==> config.mk <==
export PLATFORM = sky130hd
export DESIGN_NAME = motor_command_speed_ramp_flat
export DESIGN_NICKNAME = d
export VERILOG_FILES = /design/src/rtl/mcsr_pkg.sv /design/src/rtl/mcsr_cmd_if.sv /design/src/rtl/mcsr_rsp_if.sv /design/src/rtl/mcsr_cfg_regs.sv /design/src/rtl/mcsr_step.sv /design/src/rtl/motor_command_speed_ramp.sv /design/src/flat_wrapper.sv
export VERILOG_INCLUDE_DIRS = /design/src /design/src/rtl
export SDC_FILE = /design/constraint.sdc
export NUM_CORES = 1
export LEC_CHECK = 0
export BUFFER_PORTS_ARGS = -buffer_cell sky130_fd_sc_hd__clkbuf_2
export CORE_MARGIN = 4
export CORE_UTILIZATION = 51
export DETAILED_ROUTE_END_ITERATION = 6
export PLACE_DENSITY = 0.8
export SYNTH_ARGS = -nofsm -noshare
export SYNTH_HDL_FRONTEND = slang
export SYNTH_HIERARCHICAL = 1
export SYNTH_SLANG_ARGS = --single-unit
==> constraint.sdc <==
create_clock -name clk -period 9.26 [get_ports clk]
set_input_delay 0.463 -clock clk [delete_from_list [all_inputs] [get_ports clk]]
set_output_delay 0.463 -clock clk [all_outputs]
set_load 0.03 [all_outputs]
==> src/rtl/motor_command_speed_ramp_assert.svh <==
// ----------------------------------------------------------------------------
// Assertion macros for the motor command and speed-ramp controller
// Concurrent checks on a clock with an active-low asynchronous reset.
// ----------------------------------------------------------------------------
`ifndef MOTOR_COMMAND_SPEED_RAMP_ASSERT_SVH
`define MOTOR_COMMAND_SPEED_RAMP_ASSERT_SVH

// The consequent must hold in the same cycle as the antecedent.
`define MCSR_ASSERT_SAME(lbl, clk, rstn, ante, cons, msg) \
	lbl: assert property (@(posedge clk) disable iff (!(rstn)) (ante) |-> (cons)) \
		else $error(msg);

// The consequent must hold in the cycle after the antecedent.
`define MCSR_ASSERT_NEXT(lbl, clk, rstn, ante, cons, msg) \
	lbl: assert property (@(posedge clk) disable iff (!(rstn)) (ante) |=> (cons)) \
		else $error(msg);

`endif

==> src/rtl/mcsr_pkg.sv <==
// ----------------------------------------------------------------------------
// Motor command and speed-ramp package
// Types, codes, reset values and division constants shared by the block.
// ----------------------------------------------------------------------------
`default_nettype none

package mcsr_pkg;

	localparam int SpeedW  = 12;
	localparam int ReqW    = 16;
	localparam int RunW    = 32;
	localparam int CfgIdxW = 3;
	localparam int SecsW   = 7;

	// Reciprocal multipliers: x / 20 = (x * 3277) >> 16 for 12-bit x,
	// x / 1000 = (x * 67109) >> 26 for 16-bit x.
	localparam logic [11:0] Div20Mul    = 12'd3277;
	localparam int          Div20Shift  = 16;
	localparam logic [16:0] Div1000Mul  = 17'd67109;
	localparam int          Div1000Shift = 26;

	localparam logic [SpeedW-1:0] RstMaxSpeed      = 12'd3000;
	localparam logic [SpeedW-1:0] RstRampStep      = 12'd120;
	localparam logic [SpeedW-1:0] RstDefaultStart  = 12'd1500;
	localparam logic [SpeedW-1:0] RstStallThresh   = 12'd500;

	typedef enum logic [2:0] {
		OP_START       = 3'd0,
		OP_STOP        = 3'd1,
		OP_SET_TARGET  = 3'd2,
		OP_ESTOP       = 3'd3,
		OP_CLEAR_ALARM = 3'd4,
		OP_QUERY       = 3'd5,
		OP_TICK        = 3'd6
	} op_t;

	typedef enum logic [2:0] {
		MODE_STOPPED  = 3'd0,
		MODE_STARTING = 3'd1,
		MODE_RUNNING  = 3'd2,
		MODE_STOPPING = 3'd3,
		MODE_ESTOP    = 3'd4
	} mode_t;

	typedef enum logic [1:0] {
		STATUS_OK       = 2'd0,
		STATUS_REJECTED = 2'd1,
		STATUS_RANGE    = 2'd2
	} status_t;

	typedef enum logic [CfgIdxW-1:0] {
		CFG_MAX_SPEED     = 3'd0,
		CFG_RAMP_STEP     = 3'd1,
		CFG_DEFAULT_START = 3'd2,
		CFG_STALL_THRESH  = 3'd3,
		CFG_STALL_FAULT   = 3'd4
	} cfg_idx_t;

	typedef struct packed {
		logic [SpeedW-1:0] max_speed;
		logic [SpeedW-1:0] ramp_step;
		logic [SpeedW-1:0] default_start_speed;
		logic [SpeedW-1:0] stall_threshold;
		logic              stall_fault;
	} cfg_t;

	typedef struct packed {
		mode_t             mode;
		logic [SpeedW-1:0] speed;
		logic [SpeedW-1:0] goal;
		logic [RunW-1:0]   runtime;
	} state_t;

endpackage

`default_nettype wire

==> src/rtl/mcsr_cmd_if.sv <==
// ----------------------------------------------------------------------------
// Command channel
// Valid/ready channel that carries one command or tick item.
// ----------------------------------------------------------------------------
`default_nettype none

interface mcsr_cmd_if;
	logic                     valid;
	logic                     ready;
	logic [2:0]               operation;
	logic [mcsr_pkg::ReqW-1:0] target_speed;
	logic [mcsr_pkg::ReqW-1:0] elapsed_ms;

	modport source (output valid, output operation, output target_speed,
		output elapsed_ms, input ready);
	modport sink (input valid, input operation, input target_speed,
		input elapsed_ms, output ready);
endinterface

`default_nettype wire

==> src/rtl/mcsr_rsp_if.sv <==
// ----------------------------------------------------------------------------
// Result channel
// Valid/ready channel that carries one status and state report item.
// ----------------------------------------------------------------------------
`default_nettype none

interface mcsr_rsp_if;
	logic                        valid;
	logic                        ready;
	logic [1:0]                  status;
	logic [2:0]                  motor_state;
	logic [mcsr_pkg::SpeedW-1:0] speed_now;
	logic [mcsr_pkg::SpeedW-1:0] speed_goal;
	logic [mcsr_pkg::RunW-1:0]   run_seconds;

	modport source (output valid, output status, output motor_state,
		output speed_now, output speed_goal, output run_seconds, input ready);
	modport sink (input valid, input status, input motor_state,
		input speed_now, input speed_goal, input run_seconds, output ready);
endinterface

`default_nettype wire

==> src/rtl/mcsr_cfg_regs.sv <==
// ----------------------------------------------------------------------------
// Configuration registers
// Write-only register file for limits, default start speed, ramp step and stall injection.
// ----------------------------------------------------------------------------
`default_nettype none

module mcsr_cfg_regs (
	input  wire logic                          clk,
	input  wire logic                          arst_n,
	input  wire logic                          cfg_we,
	input  wire logic [mcsr_pkg::CfgIdxW-1:0]  cfg_index,
	input  wire logic [mcsr_pkg::SpeedW-1:0]   cfg_wdata,
	output mcsr_pkg::cfg_t                     cfg
);

	mcsr_pkg::cfg_t cfg_q;

	always_ff @(posedge clk or negedge arst_n) begin
		if (!arst_n) begin
			cfg_q.max_speed           <= mcsr_pkg::RstMaxSpeed;
			cfg_q.ramp_step           <= mcsr_pkg::RstRampStep;
			cfg_q.default_start_speed <= mcsr_pkg::RstDefaultStart;
			cfg_q.stall_threshold     <= mcsr_pkg::RstStallThresh;
			cfg_q.stall_fault         <= 1'b0;
		end else if (cfg_we) begin
			unique case (mcsr_pkg::cfg_idx_t'(cfg_index))
				mcsr_pkg::CFG_MAX_SPEED:     cfg_q.max_speed <= cfg_wdata;
				mcsr_pkg::CFG_RAMP_STEP:     cfg_q.ramp_step <= cfg_wdata;
				mcsr_pkg::CFG_DEFAULT_START: cfg_q.default_start_speed <= cfg_wdata;
				mcsr_pkg::CFG_STALL_THRESH:  cfg_q.stall_threshold <= cfg_wdata;
				mcsr_pkg::CFG_STALL_FAULT:   cfg_q.stall_fault <= cfg_wdata[0];
				default: begin
				end
			endcase
		end
	end

	assign cfg = cfg_q;

endmodule

`default_nettype wire

==> src/rtl/mcsr_step.sv <==
// ----------------------------------------------------------------------------
// Command and tick step
// Next-state and status logic for one item: command checks, speed ramp,
// stall clamp and saturating run-time count.
// ----------------------------------------------------------------------------
`default_nettype none

module mcsr_step (
	input  wire mcsr_pkg::cfg_t               cfg,
	input  wire mcsr_pkg::state_t             cur,
	input  wire mcsr_pkg::op_t                op,
	input  wire logic [mcsr_pkg::ReqW-1:0]    target_speed,
	input  wire logic [mcsr_pkg::ReqW-1:0]    elapsed_ms,
	output mcsr_pkg::state_t                  nxt,
	output mcsr_pkg::status_t                 status
);

	logic [mcsr_pkg::SpeedW-1:0] goal_eff;
	logic [mcsr_pkg::SpeedW:0]   up_sum;
	logic [mcsr_pkg::SpeedW:0]   dn_limit;
	logic [mcsr_pkg::SpeedW-1:0] ramp_up;
	logic [mcsr_pkg::SpeedW-1:0] ramp_dn_goal;
	logic [mcsr_pkg::SpeedW-1:0] ramp_dn_zero;
	logic [mcsr_pkg::SpeedW-1:0] ramp_speed;
	logic [mcsr_pkg::SpeedW-1:0] tick_speed;
	mcsr_pkg::mode_t             tick_mode;
	logic [2*mcsr_pkg::SpeedW-1:0] div20_prod;
	logic [mcsr_pkg::ReqW+16:0]  ms_prod;
	logic [mcsr_pkg::SecsW-1:0]  secs;
	logic [mcsr_pkg::RunW:0]     run_sum;
	logic                        active;

	assign goal_eff = (cur.mode == mcsr_pkg::MODE_STARTING && cur.goal == '0)
		? cfg.default_start_speed : cur.goal;
	assign up_sum   = {1'b0, cur.speed} + {1'b0, cfg.ramp_step};
	assign dn_limit = {1'b0, goal_eff} + {1'b0, cfg.ramp_step};
	assign ramp_up  = (up_sum < {1'b0, goal_eff}) ? up_sum[mcsr_pkg::SpeedW-1:0] : goal_eff;
	assign ramp_dn_goal = ({1'b0, cur.speed} > dn_limit)
		? cur.speed - cfg.ramp_step : goal_eff;
	assign ramp_dn_zero = (cur.speed > cfg.ramp_step) ? cur.speed - cfg.ramp_step : '0;

	assign div20_prod = goal_eff * mcsr_pkg::Div20Mul;
	assign ms_prod    = elapsed_ms * mcsr_pkg::Div1000Mul;
	assign secs       = ms_prod[mcsr_pkg::Div1000Shift +: mcsr_pkg::SecsW];
	assign active     = (cur.mode == mcsr_pkg::MODE_STARTING) ||
		(cur.mode == mcsr_pkg::MODE_RUNNING);

	always_comb begin
		ramp_speed = cur.speed;
		tick_mode  = cur.mode;
		unique case (cur.mode)
			mcsr_pkg::MODE_STARTING: begin
				if (cur.speed < goal_eff) begin
					ramp_speed = ramp_up;
					if (up_sum >= {1'b0, goal_eff}) begin
						tick_mode = mcsr_pkg::MODE_RUNNING;
					end
				end
			end
			mcsr_pkg::MODE_RUNNING: begin
				if (cur.speed < goal_eff) begin
					ramp_speed = ramp_up;
				end else if (cur.speed > goal_eff) begin
					ramp_speed = ramp_dn_goal;
				end
			end
			mcsr_pkg::MODE_STOPPING: begin
				if (cur.speed != '0) begin
					ramp_speed = ramp_dn_zero;
					if (ramp_dn_zero == '0) begin
						tick_mode = mcsr_pkg::MODE_STOPPED;
					end
				end
			end
			default: begin
			end
		endcase

		tick_speed = ramp_speed;
		if (cfg.stall_fault && goal_eff >= cfg.stall_threshold) begin
			tick_speed = mcsr_pkg::SpeedW'(div20_prod[2*mcsr_pkg::SpeedW-1:mcsr_pkg::Div20Shift]);
		end

		run_sum = {1'b0, cur.runtime} + (mcsr_pkg::RunW + 1)'(secs);
	end

	always_comb begin
		nxt    = cur;
		status = mcsr_pkg::STATUS_OK;
		unique case (op)
			mcsr_pkg::OP_START: begin
				if (cur.mode != mcsr_pkg::MODE_STOPPED) begin
					status = mcsr_pkg::STATUS_REJECTED;
				end else begin
					nxt.mode = mcsr_pkg::MODE_STARTING;
				end
			end
			mcsr_pkg::OP_STOP: begin
				if (!active) begin
					status = mcsr_pkg::STATUS_REJECTED;
				end else begin
					nxt.mode = mcsr_pkg::MODE_STOPPING;
					nxt.goal = '0;
				end
			end
			mcsr_pkg::OP_SET_TARGET: begin
				if (!active) begin
					status = mcsr_pkg::STATUS_REJECTED;
				end else if (target_speed > mcsr_pkg::ReqW'(cfg.max_speed)) begin
					status = mcsr_pkg::STATUS_RANGE;
				end else begin
					nxt.goal = target_speed[mcsr_pkg::SpeedW-1:0];
				end
			end
			mcsr_pkg::OP_ESTOP: begin
				nxt.mode  = mcsr_pkg::MODE_ESTOP;
				nxt.goal  = '0;
				nxt.speed = '0;
			end
			mcsr_pkg::OP_CLEAR_ALARM, mcsr_pkg::OP_QUERY: begin
			end
			mcsr_pkg::OP_TICK: begin
				nxt.mode  = tick_mode;
				nxt.speed = tick_speed;
				nxt.goal  = goal_eff;
				if (tick_mode == mcsr_pkg::MODE_RUNNING) begin
					nxt.runtime = run_sum[mcsr_pkg::RunW] ? '1 : run_sum[mcsr_pkg::RunW-1:0];
				end
			end
			default: begin
				status = mcsr_pkg::STATUS_REJECTED;
			end
		endcase
	end

endmodule

`default_nettype wire

==> src/rtl/motor_command_speed_ramp.sv <==
// ----------------------------------------------------------------------------
// Motor command and speed-ramp controller
// Runs the motor state machine on command and tick items and reports status,
// state, speed, target and accumulated run seconds for each item.
// ----------------------------------------------------------------------------
//  Channel  Dir  Handshake        Payload
//  cmd      in   valid / ready    operation, target_speed, elapsed_ms
//  rsp      out  valid / ready    status, motor_state, speed_now, speed_goal,
//                                 run_seconds
//  cfg      in   cfg_we           cfg_index, cfg_wdata
//
// An item is registered in the input register on acceptance and its result in the
// result register when it advances; one item can be accepted every cycle while the
// result is not stalled.
// The state registers double as the result payload and update only when the
// result register is free, which is what paces back-to-back items.
// A stalled result holds the input register; cmd.ready falls only then.
// Reset is asynchronous.
// ----------------------------------------------------------------------------
`default_nettype none

`include "motor_command_speed_ramp_assert.svh"

module motor_command_speed_ramp (
	input  wire logic                          clk,
	input  wire logic                          arst_n,
	mcsr_cmd_if.sink                           cmd,
	mcsr_rsp_if.source                         rsp,
	input  wire logic                          cfg_we,
	input  wire logic [mcsr_pkg::CfgIdxW-1:0]  cfg_index,
	input  wire logic [mcsr_pkg::SpeedW-1:0]   cfg_wdata
);

	mcsr_pkg::cfg_t    cfg;
	mcsr_pkg::state_t  state_q;
	mcsr_pkg::state_t  state_nxt;
	mcsr_pkg::status_t status_nxt;
	mcsr_pkg::status_t status_q;

	logic                      valid_s1;
	logic [2:0]                op_s1;
	logic [mcsr_pkg::ReqW-1:0] tgt_s1;
	logic [mcsr_pkg::ReqW-1:0] ms_s1;
	logic                      rsp_valid_q;
	logic                      advance;
	logic                      take;

	assign advance   = valid_s1 && (!rsp_valid_q || rsp.ready);
	assign cmd.ready = !valid_s1 || advance;
	assign take      = cmd.valid && cmd.ready;

	mcsr_cfg_regs u_cfg (
		.clk       (clk),
		.arst_n    (arst_n),
		.cfg_we    (cfg_we),
		.cfg_index (cfg_index),
		.cfg_wdata (cfg_wdata),
		.cfg       (cfg)
	);

	mcsr_step u_step (
		.cfg          (cfg),
		.cur          (state_q),
		.op           (mcsr_pkg::op_t'(op_s1)),
		.target_speed (tgt_s1),
		.elapsed_ms   (ms_s1),
		.nxt          (state_nxt),
		.status       (status_nxt)
	);

	always_ff @(posedge clk or negedge arst_n) begin
		if (!arst_n) begin
			valid_s1 <= 1'b0;
		end else if (cmd.ready) begin
			valid_s1 <= cmd.valid;
		end
	end

	always_ff @(posedge clk) begin
		if (take) begin
			op_s1  <= cmd.operation;
			tgt_s1 <= cmd.target_speed;
			ms_s1  <= cmd.elapsed_ms;
		end
	end

	always_ff @(posedge clk or negedge arst_n) begin
		if (!arst_n) begin
			rsp_valid_q     <= 1'b0;
			status_q        <= mcsr_pkg::STATUS_OK;
			state_q.mode    <= mcsr_pkg::MODE_STOPPED;
			state_q.speed   <= '0;
			state_q.goal    <= '0;
			state_q.runtime <= '0;
		end else begin
			if (advance) begin
				rsp_valid_q <= 1'b1;
				status_q    <= status_nxt;
				state_q     <= state_nxt;
			end else if (rsp.ready) begin
				rsp_valid_q <= 1'b0;
			end
		end
	end

	assign rsp.valid       = rsp_valid_q;
	assign rsp.status      = status_q;
	assign rsp.motor_state = state_q.mode;
	assign rsp.speed_now   = state_q.speed;
	assign rsp.speed_goal  = state_q.goal;
	assign rsp.run_seconds = state_q.runtime;

	`MCSR_ASSERT_NEXT(a_estop_latched, clk, arst_n, state_q.mode == mcsr_pkg::MODE_ESTOP, state_q.mode == mcsr_pkg::MODE_ESTOP, "emergency stop state was left")
	`MCSR_ASSERT_SAME(a_stall_blocks, clk, arst_n, valid_s1 && rsp_valid_q && !rsp.ready, !cmd.ready, "item accepted while result stalled")
	`MCSR_ASSERT_NEXT(a_result_follows, clk, arst_n, advance, rsp_valid_q, "advanced item produced no result")
	`MCSR_ASSERT_NEXT(a_runtime_monotonic, clk, arst_n, 1'b1, state_q.runtime >= $past(state_q.runtime), "run time decreased")

endmodule

`default_nettype wire
==> src/flat_wrapper.sv <==
// flat-port wrapper written by rule: the top's interface ports become plain ports
module motor_command_speed_ramp_flat 
  (clk, arst_n, cfg_we, cfg_index, cfg_wdata, cmd_valid, cmd_operation, cmd_target_speed, cmd_elapsed_ms, cmd_ready, rsp_valid, rsp_status, rsp_motor_state, rsp_speed_now, rsp_speed_goal, rsp_run_seconds, rsp_ready);
  mcsr_cmd_if cmd_i ();
  mcsr_rsp_if rsp_i ();
  input  wire logic clk;
  input  wire logic arst_n;
  input  wire logic cfg_we;
  input  wire logic [mcsr_pkg::CfgIdxW-1:0] cfg_index;
  input  wire logic [mcsr_pkg::SpeedW-1:0] cfg_wdata;
  input wire logic [$bits(cmd_i.valid)-1:0] cmd_valid;
  input wire logic [$bits(cmd_i.operation)-1:0] cmd_operation;
  input wire logic [$bits(cmd_i.target_speed)-1:0] cmd_target_speed;
  input wire logic [$bits(cmd_i.elapsed_ms)-1:0] cmd_elapsed_ms;
  output wire logic [$bits(cmd_i.ready)-1:0] cmd_ready;
  output wire logic [$bits(rsp_i.valid)-1:0] rsp_valid;
  output wire logic [$bits(rsp_i.status)-1:0] rsp_status;
  output wire logic [$bits(rsp_i.motor_state)-1:0] rsp_motor_state;
  output wire logic [$bits(rsp_i.speed_now)-1:0] rsp_speed_now;
  output wire logic [$bits(rsp_i.speed_goal)-1:0] rsp_speed_goal;
  output wire logic [$bits(rsp_i.run_seconds)-1:0] rsp_run_seconds;
  input wire logic [$bits(rsp_i.ready)-1:0] rsp_ready;
  assign cmd_i.valid = cmd_valid;
  assign cmd_i.operation = cmd_operation;
  assign cmd_i.target_speed = cmd_target_speed;
  assign cmd_i.elapsed_ms = cmd_elapsed_ms;
  assign cmd_ready = cmd_i.ready;
  assign rsp_valid = rsp_i.valid;
  assign rsp_status = rsp_i.status;
  assign rsp_motor_state = rsp_i.motor_state;
  assign rsp_speed_now = rsp_i.speed_now;
  assign rsp_speed_goal = rsp_i.speed_goal;
  assign rsp_run_seconds = rsp_i.run_seconds;
  assign rsp_i.ready = rsp_ready;
  motor_command_speed_ramp u_core (.clk(clk), .arst_n(arst_n), .cmd(cmd_i), .rsp(rsp_i), .cfg_we(cfg_we), .cfg_index(cfg_index), .cfg_wdata(cfg_wdata));
endmodule
==> flow_summary.json <==
{
  "core_area_mm2": 0.0328,
  "synth_top_area_cell": "ha_1",
  "drc_errors": 0,
  "irDropWorstVdd_uv": 203,
  "fin_tns_setup_ns": 0,
  "htree_levels": 4,
  "fp.dieArea_mm2": 0.0364,
  "cellPowerDensity_mw_per_mm2": 288,
  "syn_nets": 2149,
  "port_buffers": 117,
  "io-pin-count": 118,
  "cts_resized": 0,
  "clock_tree.buffer_depth": 2,
  "grt_pass1_vias": 13942,
  "hpwl_um": 35500,
  "cts_tree": "built",
  "gp_congestion": 0.966,
  "synth_area_mm2": 0.0170,
  "grt_usage": 0.254,
  "synth_top_flop_cell": "dfrtp_1",
  "async_flop_share": 0.762,
  "viasPerCell": 6.06,
  "cts_setup_buffers": 0,
  "insertedDiodeCount": 0,
  "critPathSlowestCell": "edfxtp_1",
  "start_util": 0.520,
  "max_freq_ghz": 0.122,
  "status": "finished clean",
  "path_common_cell": "ha_1",
  "synth_seq_area_share": 0.228,
  "max_slew.worst_pin.slew_ns": 1.16,
  "grt.overflow.total": 0,
  "rows": 66,
  "power.leakage_nw": 9.58,
  "critPathTopFamily": "adder cells",
  "cp.arrival_ns": 8.57,
  "synth_top_cells_by_area": "ha_1 23%, dfrtp_1 13%, fa_1 9.5%, edfxtp_1 6.2%, mux2_4 5.3%",
  "synth_edf_count": 35,
  "grt_max_degree": 62,
  "clockRootBuffer": "clkbuf_16",
  "die_width_um": 191,
  "die_h_um": 191,
  "antenna_found_initial": 0,
  "skew_ns": 0.0138,
  "drt_pass1_iterations": 5,
  "setup_viol": 0,
  "avgSynthCellArea_um2": 10.1,
  "maxCapViolations": 0,
  "final_nets": 2251,
  "fill_cells": 2744,
  "cp_data_required_time_ns": 9.65,
  "post-route-period-util": 0.884,
  "whs_ns": 0.0780,
  "rsz0062_at_grt": "false",
  "ys_ff_latch": 147,
  "synthMuxAreaShare": 0.100,
  "grt_pass1_wl_um": 73700,
  "yosysMostFrequentCell": "ha_1",
  "final.min_clock_period_ns": 8.19,
  "yosys.area_share.simple": 0.105,
  "clk_pin_slew_ns": 0.07,
  "max_slew_margin": 0.223,
  "antenna_left": 0,
  "synth_top_area_share": 0.233,
  "hold_class": "input port to async pin",
  "vias": 13653,
  "routed_wl_um": 45700,
  "synth_top_family_by_area": "adder cells",
  "hold_viol": 0,
  "critPathCaptureType": "flop",
  "critPathBufInv": 3,
  "yosysUniqueCellTypes": 92,
  "synthTopCellsByCount": "317 x ha_1, 226 x inv_1, 106 x a21oi_1",
  "synth-xor-area-share": 0.0247,
  "fin_util": 0.567,
  "ctsHoldBuffers": 0,
  "wire_per_inst_um": 20.3,
  "path_class": "flop to flop",
  "syn_inst": 1696,
  "yosys_warnings": 6,
  "drive_gt1_frac": 0.182,
  "clock_sinks": 147,
  "synth_fa_ha_area_frac": 0.328,
  "cts_made_buffers": 17,
  "synth_compound_area_frac": 0.149,
  "slew_viol_final": 0,
  "cpPeakStageDelay_ns": 0.56,
  "area_growth_pct": 9.07,
  "clock_latency_ns": 0.45,
  "critPathMaxFanout": 9,
  "worstSetupStartpointType": "flop",
  "drtIter0Drc": 1107
}
[worst register-to-register path, delay by kind of cell (launching register included)]
kind | cells | cell delay (ns)
AOI/OAI and AO/OA | 12 | 2.55
xor gates and xnor gates | 1 | 0.14
adders and majority gates | 9 | 3.24
buffers and inverters | 3 | 0.15
DFF | 1 | 0.56
muxes | 1 | 0.16
and+or+nand+nor | 4 | 1.34
[registers in the layout, summed over array words and instances, names as in the netlist]
signal                  count
u_core/op_s1                3
u_core/rsp.speed_goal      12
u_core/tgt_s1              16
u_core/rsp.valid            1
u_core/rsp.status           2
u_core/ms_s1               16
u_core/rsp.run_seconds     32
u_core/u_cfg/cfg           49
u_core/rsp.motor_state      3
u_core/rsp.speed_now       12
u_core/valid_s1             1
[per-layer routing]
| metal | vias to the layer above | GRT usage | part of all wire |
|---|---|---|---|
| met4 | 0 | 0.117 | 0.045 |
| met3 | 132 | 0.0485 | 0.070 |
| met1 | 6638 | 0.327 | 0.41 |
| li1 | 6311 | - | - |
| met5 | - | 0 | 0 |
| met2 | 572 | 0.415 | 0.47 |
[where the power goes]
group	switching, mW	internal [mW]	total, mW
clock	0.339	0.361	0.700
sequential	0.187	0.783	0.971
combinational	2.17	1.52	3.69
total	2.70	2.66	5.36
[placed cells by master (no fill, tap or decap), types with 34 or more instances in the layout]
cell      count
ha_1        317
inv_1       226
clkbuf_2    116
a21oi_1     106
dfrtp_1      88
fa_1         81
nand2_1      74
nor2_1       64
mux2_4       60
o21ai_0      57
mux2_2       52
nand3_1      41
edfxtp_1     35
a21o_1       34
[path summary, 6_finish.rpt]
check,startpoint,to,slack (ns),cells past startpoint
worst max-delay path,u_core/ms_s1[2]$_DFFE_PP_,u_core/rsp.run_seconds[17]$_DFFE_PN0P_,1.07,30
worst min-delay path,arst_n,u_core/rsp.run_seconds[22]$_DFFE_PN0P_,0.08,1
worst max register to register,u_core/ms_s1[2]$_DFFE_PP_,u_core/rsp.run_seconds[17]$_DFFE_PN0P_,1.07,30
worst min register to register,u_core/u_cfg/cfg[10]$_DFFE_PN0P_,u_core/u_cfg/cfg[10]$_DFFE_PN0P_,0.51,1
max in group asynchronous,arst_n,u_core/rsp.speed_goal[11]$_DFFE_PN0P_,7.91,2
min in group clk,cmd_elapsed_ms[13],u_core/ms_s1[13]$_DFFE_PP_,0.19,1
[final cells by class]
| class | count | area, um2 | share of cell area |
|---|---|---|---|
| timing repair buffer | 128 | 671 | 0.0361 |
| multi-input combinational | 1277 | 12000 | 0.648 |
| inverter | 227 | 852 | 0.0458 |
| sequential | 147 | 3880 | 0.209 |
| clock buffer | 17 | 425 | 0.0229 |
| tap | 442 | 553 | 0.0297 |
| clock inverter | 15 | 168 | 0.00902 |
[metrics by stage]
step | cells | power [mW] | instance area, um2 | setup slack, ns
CTS | 2253 | 5.32 | 18600 | 1.20
floorplan | 1696 | 3.62 | 17000 | 2.09
global placement | 2221 | 4.44 | 18000 | 1.47
detailed placement | 2221 | 4.57 | 18000 | 1.27
global route | 2253 | 5.83 | 18600 | 0.635
finish | 2253 | 5.36 | 18600 | 1.07
[cells by family after synthesis]
family,Yosys count
DFF,147
AOI/OAI and AO/OA,372
buffers and inverters,272
xor gates and xnor gates,48
muxes,133
adders and majority gates,398
and+or+nand+nor,326
No activity file was read; power rests on OpenSTA's default activity.
